File: config.mk
export PLATFORM = sky130hd
export DESIGN_NAME = adaptive_rice_encoder
export DESIGN_NICKNAME = d
export VERILOG_FILES = /design/src/rtl/arenc_pkg.sv /design/src/rtl/arenc_kadapt.sv /design/src/rtl/arenc_coder.sv /design/src/rtl/adaptive_rice_encoder.sv
export SDC_FILE = /design/constraint.sdc
export NUM_CORES = 1
export LEC_CHECK = 0
export BUFFER_PORTS_ARGS = -buffer_cell sky130_fd_sc_hd__clkbuf_2
export CORE_MARGIN = 2
export CORE_UTILIZATION = 56
export CTS_CLUSTER_SIZE = 14
export DETAILED_ROUTE_END_ITERATION = 8
export GPL_TIMING_DRIVEN = 0
export PLACE_DENSITY = 0.78
export SLEW_MARGIN = 15
export SYNTH_ARGS = -nofsm -noshare
export SYNTH_HDL_FRONTEND = slang
export SYNTH_SLANG_ARGS = --single-unit
File: constraint.sdc
create_clock -name clk -period 5.9 [get_ports clk]
set_clock_uncertainty 0.1 [all_clocks]
set_input_delay 0.885 -clock clk [delete_from_list [all_inputs] [get_ports clk]]
set_output_delay 0.885 -clock clk [all_outputs]
set_load 0.02 [all_outputs]
File: src/rtl/arenc_pkg.sv
// ----------------------------------------------------------------------------
// arenc_pkg
// Types, widths and helper functions shared by the adaptive Rice encoder.
// ----------------------------------------------------------------------------
package arenc_pkg;

	localparam int WORD_BITS = 8;   // bits in one input byte
	localparam int CODE_W    = 23;  // width of the code_bits port
	localparam int LEN_W     = 5;   // width of the code_length port
	localparam int K_W       = 4;   // width of a Rice parameter
	localparam int NB_W      = 4;   // width of a byte bit length (0..8)
	localparam int CW_W      = 32;  // internal codeword width (length <= 31)

	typedef logic [WORD_BITS-1:0] byte_t;
	typedef logic [K_W-1:0]       k_t;
	typedef logic [NB_W-1:0]      nb_t;

	// Window control from the top level to the k adaptation unit
	typedef struct packed {
		logic step;     // item in the input stage moves on this cycle
		logic restart;  // that item starts a new block
	} win_ctl_t;

	// Position of the leading one plus one, zero for zero
	function automatic nb_t bit_len8(input byte_t v);
		nb_t n;
		n = '0;
		for (int i = 0; i < WORD_BITS; i++) begin
			if (v[i]) begin
				n = nb_t'(i + 1);
			end
		end
		return n;
	endfunction

	// Keep k within 1..8
	function automatic k_t clamp_k(input k_t v);
		k_t r;
		if (v == '0) begin
			r = k_t'(1);
		end else if (v > k_t'(WORD_BITS)) begin
			r = k_t'(WORD_BITS);
		end else begin
			r = v;
		end
		return r;
	endfunction

endpackage

File: src/rtl/arenc_kadapt.sv
// ----------------------------------------------------------------------------
// arenc_kadapt
// Window state and Rice parameter selection: fill count, running sum of
// byte bit lengths and a shift line holding the last HISTORY lengths.
// ----------------------------------------------------------------------------
module arenc_kadapt #(
	parameter int HISTORY = 16
) (
	input  logic               clk,
	input  logic               arst_n,
	input  arenc_pkg::win_ctl_t ctl,
	input  arenc_pkg::byte_t   data_byte,
	input  arenc_pkg::k_t      initial_k,
	output arenc_pkg::k_t      k
);
	import arenc_pkg::*;

	localparam int SUM_W  = $clog2(HISTORY * WORD_BITS + 1);
	localparam int RND_W  = $clog2(HISTORY * WORD_BITS + HISTORY / 2 + 1);
	localparam int FILL_W = $clog2(HISTORY + 1);

	logic [FILL_W-1:0] fill_q;
	logic [SUM_W-1:0]  sum_q;
	nb_t               hist_q [HISTORY];

	logic [FILL_W-1:0] fill_eff;
	logic [SUM_W-1:0]  sum_eff;
	logic [SUM_W-1:0]  sum_next;
	logic [RND_W-1:0]  rnd;
	logic              full;
	k_t                mean_k;
	nb_t               nb;

	// Restart clears the window before this item is coded
	assign fill_eff = ctl.restart ? '0 : fill_q;
	assign sum_eff  = ctl.restart ? '0 : sum_q;
	assign full     = (fill_eff == FILL_W'(HISTORY));

	// Rounded mean: count the multiples of HISTORY the rounded sum reaches
	always_comb begin
		rnd    = RND_W'(sum_eff) + RND_W'(HISTORY / 2);
		mean_k = '0;
		for (int j = 1; j <= WORD_BITS; j++) begin
			if (rnd >= RND_W'(j * HISTORY)) begin
				mean_k = k_t'(j);
			end
		end
	end

	assign k = full ? clamp_k(mean_k) : clamp_k(initial_k);

	// Running sum: drop the oldest length once the window is full
	assign nb       = bit_len8(data_byte);
	assign sum_next = sum_eff - (full ? SUM_W'(hist_q[HISTORY-1]) : '0) + SUM_W'(nb);

	always_ff @(posedge clk or negedge arst_n) begin
		if (!arst_n) begin
			fill_q <= '0;
			sum_q  <= '0;
		end else if (ctl.step) begin
			fill_q <= full ? fill_eff : fill_eff + FILL_W'(1);
			sum_q  <= sum_next;
		end
	end

	// Length history shift line, oldest entry at the far end
	always_ff @(posedge clk) begin
		if (ctl.step) begin
			hist_q[0] <= nb;
			for (int i = 1; i < HISTORY; i++) begin
				hist_q[i] <= hist_q[i-1];
			end
		end
	end

endmodule

File: src/rtl/arenc_coder.sv
// ----------------------------------------------------------------------------
// arenc_coder
// Builds the Rice codeword for one byte and k: unary quotient, or an
// escaped bit-length code for large quotients, then the k low bits.
// ----------------------------------------------------------------------------
module arenc_coder #(
	parameter int THRESHOLD = 8
) (
	input  arenc_pkg::byte_t          data_byte,
	input  arenc_pkg::k_t             k,
	output logic [arenc_pkg::CODE_W-1:0] code_bits,
	output logic [arenc_pkg::LEN_W-1:0]  code_length
);
	import arenc_pkg::*;

	// n low ones
	function automatic logic [CW_W-1:0] ones(input logic [5:0] n);
		return (CW_W'(1) << n) - CW_W'(1);
	endfunction

	byte_t           q;
	byte_t           r;
	nb_t             o;
	logic [5:0]      o_m1;
	logic            esc;
	logic [CW_W-1:0] prefix;
	logic [5:0]      plen;
	logic [CW_W-1:0] cw;
	logic [5:0]      len;

	assign q     = data_byte >> k;
	assign esc   = (q > byte_t'(THRESHOLD));
	assign r     = q - byte_t'(THRESHOLD);
	assign o     = bit_len8(r);
	assign o_m1  = (o == '0) ? '0 : 6'(o) - 6'd1;

	// Quotient part
	always_comb begin
		if (esc) begin
			prefix = (ones(6'(THRESHOLD) + 6'(o)) << o) | (CW_W'(r) & ones(o_m1));
			plen   = 6'(THRESHOLD) + 6'(o) + 6'(o);
		end else begin
			prefix = ones(6'(q)) << 1;
			plen   = 6'(q) + 6'd1;
		end
	end

	// Append the k remainder bits
	assign cw  = (prefix << k) | (CW_W'(data_byte) & ones(6'(k)));
	assign len = plen + 6'(k);

	assign code_bits   = cw[CODE_W-1:0];
	assign code_length = len[LEN_W-1:0];

endmodule

File: src/rtl/adaptive_rice_encoder.sv
// ----------------------------------------------------------------------------
// adaptive_rice_encoder
// Adaptive Rice encoder: one byte in, one right-aligned codeword out.
// ----------------------------------------------------------------------------
// Usage:
//   Input channel in_valid/in_ready carries data_byte and restart. A set
//   restart clears the length window before that byte is coded.
//   Output channel out_valid/out_ready carries code_bits (MSB first,
//   right-aligned), code_length and k_used.
//   Config channel cfg_valid/cfg_ready writes initial_k (cfg_data), always
//   ready. The user writes it only while no item is in flight; the block does not enforce this.
// Timing:
//   An accepted item passes from the input register to the output register
//   and is then shown with out_valid; one item per cycle is sustained while
//   out_ready stays high.
//   The input register feeds the k selection and codeword logic, which
//   loads the output register; window state updates in the same cycle.
// Reset and stall:
//   Reset empties both stages, clears the window and sets initial_k to 1.
//   While out_ready is low the result holds; one more item is taken into
//   the input stage, then in_ready drops until the output drains.
// ----------------------------------------------------------------------------
module adaptive_rice_encoder #(
	parameter int HISTORY   = 16,
	parameter int THRESHOLD = 8
) (
	input  logic                          clk,
	input  logic                          arst_n,
	// config write
	input  logic                          cfg_valid,
	output logic                          cfg_ready,
	input  arenc_pkg::k_t                 cfg_data,
	// input items
	input  logic                          in_valid,
	output logic                          in_ready,
	input  arenc_pkg::byte_t              data_byte,
	input  logic                          restart,
	// result items
	output logic                          out_valid,
	input  logic                          out_ready,
	output logic [arenc_pkg::CODE_W-1:0]  code_bits,
	output logic [arenc_pkg::LEN_W-1:0]   code_length,
	output arenc_pkg::k_t                 k_used
);
	import arenc_pkg::*;

	k_t                initial_k_q;
	logic              valid_s1;
	byte_t             data_s1;
	logic              restart_s1;
	logic              valid_s2;
	logic [CODE_W-1:0] code_bits_s2;
	logic [LEN_W-1:0]  code_length_s2;
	k_t                k_s2;

	logic              adv_out;
	win_ctl_t          win_ctl;
	k_t                k_cur;
	logic [CODE_W-1:0] cw_cur;
	logic [LEN_W-1:0]  len_cur;

	// Config register
	assign cfg_ready = 1'b1;

	always_ff @(posedge clk or negedge arst_n) begin
		if (!arst_n) begin
			initial_k_q <= k_t'(1);
		end else if (cfg_valid && cfg_ready) begin
			initial_k_q <= cfg_data;
		end
	end

	// Handshake: output register frees up, input stage moves into it
	assign adv_out         = !valid_s2 || out_ready;
	assign in_ready        = !valid_s1 || adv_out;
	assign win_ctl.step    = valid_s1 && adv_out;
	assign win_ctl.restart = restart_s1;

	// Input stage
	always_ff @(posedge clk or negedge arst_n) begin
		if (!arst_n) begin
			valid_s1 <= 1'b0;
		end else if (in_ready) begin
			valid_s1 <= in_valid;
		end
	end

	always_ff @(posedge clk) begin
		if (in_valid && in_ready) begin
			data_s1    <= data_byte;
			restart_s1 <= restart;
		end
	end

	arenc_kadapt #(
		.HISTORY(HISTORY)
	) u_kadapt (
		.clk      (clk),
		.arst_n   (arst_n),
		.ctl      (win_ctl),
		.data_byte(data_s1),
		.initial_k(initial_k_q),
		.k        (k_cur)
	);

	arenc_coder #(
		.THRESHOLD(THRESHOLD)
	) u_coder (
		.data_byte  (data_s1),
		.k          (k_cur),
		.code_bits  (cw_cur),
		.code_length(len_cur)
	);

	// Output register
	always_ff @(posedge clk or negedge arst_n) begin
		if (!arst_n) begin
			valid_s2 <= 1'b0;
		end else if (adv_out) begin
			valid_s2 <= valid_s1;
		end
	end

	always_ff @(posedge clk) begin
		if (win_ctl.step) begin
			code_bits_s2   <= cw_cur;
			code_length_s2 <= len_cur;
			k_s2           <= k_cur;
		end
	end

	assign out_valid   = valid_s2;
	assign code_bits   = code_bits_s2;
	assign code_length = code_length_s2;
	assign k_used      = k_s2;

endmodule

==> out/summary.log <==
qor: timing.finalCriticalPeriod 5800 ps
qor: timing.slew_violations 0
qor: grt.number_of_antenna_violations_at_the_first_check_in_global_routing 0
qor: flow_run.max_cap_violations 0
qor: logic_synthesis.dominantRegCellSynth edfxtp_1
qor: finish.layout-area-overhead-vs-synth 21.6%
qor: die.initial_core_util 56.7%
qor: logic_synthesis.synth_simple_gate_area_share 15.8%
qor: die.floorplan.die_area 14800 sq um
qor: setup_path.crit_required 5960 ps
qor: setup_path.crit_family compound AO/OA/AOI/OAI gates
qor: grt.grt_max_degree 75
qor: power_and_ir_drop.cellLeakagePower 0.00368 uW
qor: timing.final-setup-viol-count 0
qor: timing.timing.max_slew.rel_slack 29.2%
qor: placed_design.port_buffers 51
qor: finish.post_route_cells_drive_above_1_share 26.1%
qor: logic_synthesis.syn-mean-instance-area 10.2 sq um
qor: routing.drt-pass1-iter-count 6
qor: setup_path.timing_worst_setup_path_type flop to flop
qor: setup_path.critical_path.max_fanout 10
qor: clocking.cts_hold_buffers 0
qor: routing.initialDrtViolationCount 810
qor: status.run_status finished clean
qor: timing.setup-tns-final 0 ps
qor: timing.tightest_slew 1050 ps
qor: die.floorplan.core_area 13700 sq um
qor: logic_synthesis.muxShareOfSynthArea 3.20%
qor: setup_path.worst_setup_path_start_kind flop
qor: logic_synthesis.synth_cell_type_count 97
qor: timing.holdWs 318 ps
qor: clocking.clock_root_buffer_master clkbuf_16
qor: logic_synthesis.postSynthRegisterBits 124
qor: routing.drt-total-wl 23300 microns
qor: logic_synthesis.synth_largest_area_cell edfxtp_1
qor: timing.report.final.hold_viol_count 0
qor: die.std_cell_rows 43
qor: placed_design.finalWeightedCongestion 0.995
qor: clocking.cts_tree yes
qor: logic_synthesis.synth_edf_count 105
qor: logic_synthesis.seq_area_frac_synth 46.7%
qor: setup_path.critPathBufInv 6
qor: logic_synthesis.synth_top_cells_by_area edfxtp_1 41%, dfrtp_1 5.8%, ha_1 4.7%
qor: clocking.maximum_level_of_the_cts_h_tree 4
qor: clocking.cts_sinks 124
qor: logic_synthesis.synth_fa_ha_area_share 5.95%
qor: clocking.cts_buffers 17
qor: finish.diodes 0
qor: grt.grt_pass1_vias 6498
qor: power_and_ir_drop.max-vdd-ir-drop 0.262 mV
qor: logic_synthesis.largest_family_of_logic_cells_by_synthesized_area compound AO/OA/AOI/OAI gates
qor: clocking.clk_pin_slew 60 ps
qor: timing.clock.fmax 172 MHz
qor: logic_synthesis.asyncSetResetFlopFracSynth 15.3%
qor: finish.fillerInstances 1006
qor: routing.viasPerCell 6.64
qor: setup_path.crit_arrival 5860 ps
qor: routing.route.vias.total 6997
qor: setup_path.critical_path.endpoint_type flop
qor: clocking.clock_latency 420 ps
qor: routing.wl_per_cell 22.1 microns
qor: setup_path.crit_path_max_incr_delay 460 ps
qor: die.floorplan.die.height 122 microns
qor: finish.nets 913
qor: logic_synthesis.synth_area_in_xor_xnor 1.88%
qor: grt.global_route.overflow_total 0
qor: setup_path.cp_slowest_cell edfxtp_1
qor: grt.grt_pass1_wl 35700 microns
qor: hold_path.timing.hold.worst.class flop to flop
qor: routing.final_antenna_net_count 0
qor: timing.layout_worst_path_cycle_share 98.3%
qor: placed_design.pre_cts_slack -1500 ps
qor: logic_synthesis.synth-compound-area-share 22.3%
qor: clocking.clock_path_buffers 2
qor: logic_synthesis.synth.cell_area 7780 sq um
qor: die.num_io_pins 53
qor: placed_design.hpwlAfterDp 16000 microns
qor: power_and_ir_drop.overall_power_after_layout 4860 uW
qor: die.die_w 122 microns
qor: timing.grt_setup_unrepaired true
qor: logic_synthesis.synth.yosys.warnings 0
qor: timing.fin_ws 100 ps
qor: power_and_ir_drop.power.density 514 nW/um^2
qor: grt.grt_util_all_layers 31.7%
qor: routing.remaining_drc_errors 0
qor: logic_synthesis.syn_inst 766
qor: logic_synthesis.synth.top_cell.area_share 40.5%
==> registers in the layout (all words and copies together) (netlist names) <==
register,count
u_kadapt.hist_q,64
data_s1,8
initial_k_q,4
u_kadapt.fill_q,5
code_length,5
out_valid,1
restart_s1,1
valid_s1,1
k_used,4
u_kadapt.sum_q,8
code_bits,23
==> metal layers <==
layer | global-route usage [%] | wire [microns]
met1 | 43.9 | 9480
met2 | 48.7 | 10700
met3 | 6.18 | 2180
met4 | 14.1 | 935
met5 | 0 | 0
==> cell type report <==
| cell class | instances | area (sq um) | area share [%] |
|---|---|---|---|
| multi-input combinational | 563 | 4210 | 44.5 |
| sequential | 124 | 3630 | 38.4 |
| timing repair buffer | 77 | 483 | 5.11 |
| clock buffer | 17 | 425 | 4.50 |
| tap | 180 | 225 | 2.38 |
| buffer | 37 | 183 | 1.93 |
| inverter | 41 | 161 | 1.71 |
| clock inverter | 15 | 139 | 1.47 |
==> Yosys cell counts (4+ instances only) <==
cell type  number
a21o_1         12
a22oi_1         4
or3_1           5
clkbuf_1       30
o21a_1          6
a211oi_1       13
o31a_1          4
mux2i_1         9
nand3_1        26
o31ai_1        10
a21oi_1        40
ha_1           29
a311oi_1        4
buf_2           8
and2_1          5
nand2b_1       10
o211ai_1       13
nand2_1        65
o21ai_0        42
nand4_1         4
a31oi_1        14
inv_1          36
mux2_2          9
dfrtp_1        18
nor2b_1         6
nor3_1         19
and3_1          8
o22ai_1         5
fa_1            5
edfxtp_1      105
o32ai_1         4
o221ai_1        9
o21ai_1        12
a211o_1         4
xnor2_1        12
nor2_1         70
o211a_1         4
==> final timing paths <==
| kind | slack, ps | depth (start not counted) | endpoint | startpoint |
|---|---|---|---|---|
| max in group asynchronous | 4990 | 1 | u_kadapt.sum_q[0] | arst_n |
| hold / removal | 320 | 0 | u_kadapt.hist_q[1][29] | u_kadapt.hist_q[1][25] |
| min in group asynchronous | 340 | 1 | u_kadapt.fill_q[4] | arst_n |
| hold reg to reg | 320 | 0 | u_kadapt.hist_q[1][29] | u_kadapt.hist_q[1][25] |
| setup reg to reg | 100 | 28 | code_bits[4] | restart_s1 |
| setup / recovery | 100 | 28 | code_bits[4] | restart_s1 |
==> report_power, final <==
group / switching [uW] / internal, uW / leakage [uW]
logic: 1630 / 970 / 0.00217
registers: 97.1 / 1170 / 0.00123
clock network: 416 / 585 / 0.000274
total: 2140 / 2720 / 0.00368
==> what timing repair did <==
| item | in CTS | in global routing |
|---|---|---|
| setup buffers | 7 | 18 |
| resized for setup | 42 | 53 |
| endpoints found under the setup margin | 27 | 24 |
| pin swaps | 8 | 14 |
==> logic make-up (layout without fill, tap and decap cells) <==
family	after synthesis	count (layout)
simple gates	246	246
mux	22	22
flops	124	124
xor+xnor	15	15
buf+inv	82	187
fa+ha+maj	34	34
compound gates	242	242
other cells	1	4
==> cells in the final DEF, fill, tap and decap left out, drive strengths merged, types with 26 or more instances in the layout <==
| master | Yosys | layout |
|---|---|---|
| a21oi | 41 | 41 |
| buf | 11 | 38 |
| clkbuf | 30 | 93 |
| edfxtp | 105 | 105 |
| ha | 29 | 29 |
| inv | 40 | 46 |
| nand2 | 66 | 66 |
| nand3 | 26 | 26 |
| nor2 | 72 | 72 |
| o21ai | 56 | 56 |
==> through the flow <==
step / instance area (sq um) / utilization [%] / cells
finish: 9460 / 68.9 / 1054
global route: 9460 / 68.9 / 1054
CTS: 9100 / 66.3 / 1038
detailed placement: 8300 / 60.5 / 1001
global placement: 8270 / 60.3 / 1000
floorplan: 7790 / - / 769
Power figures use the tool's default switching activity.
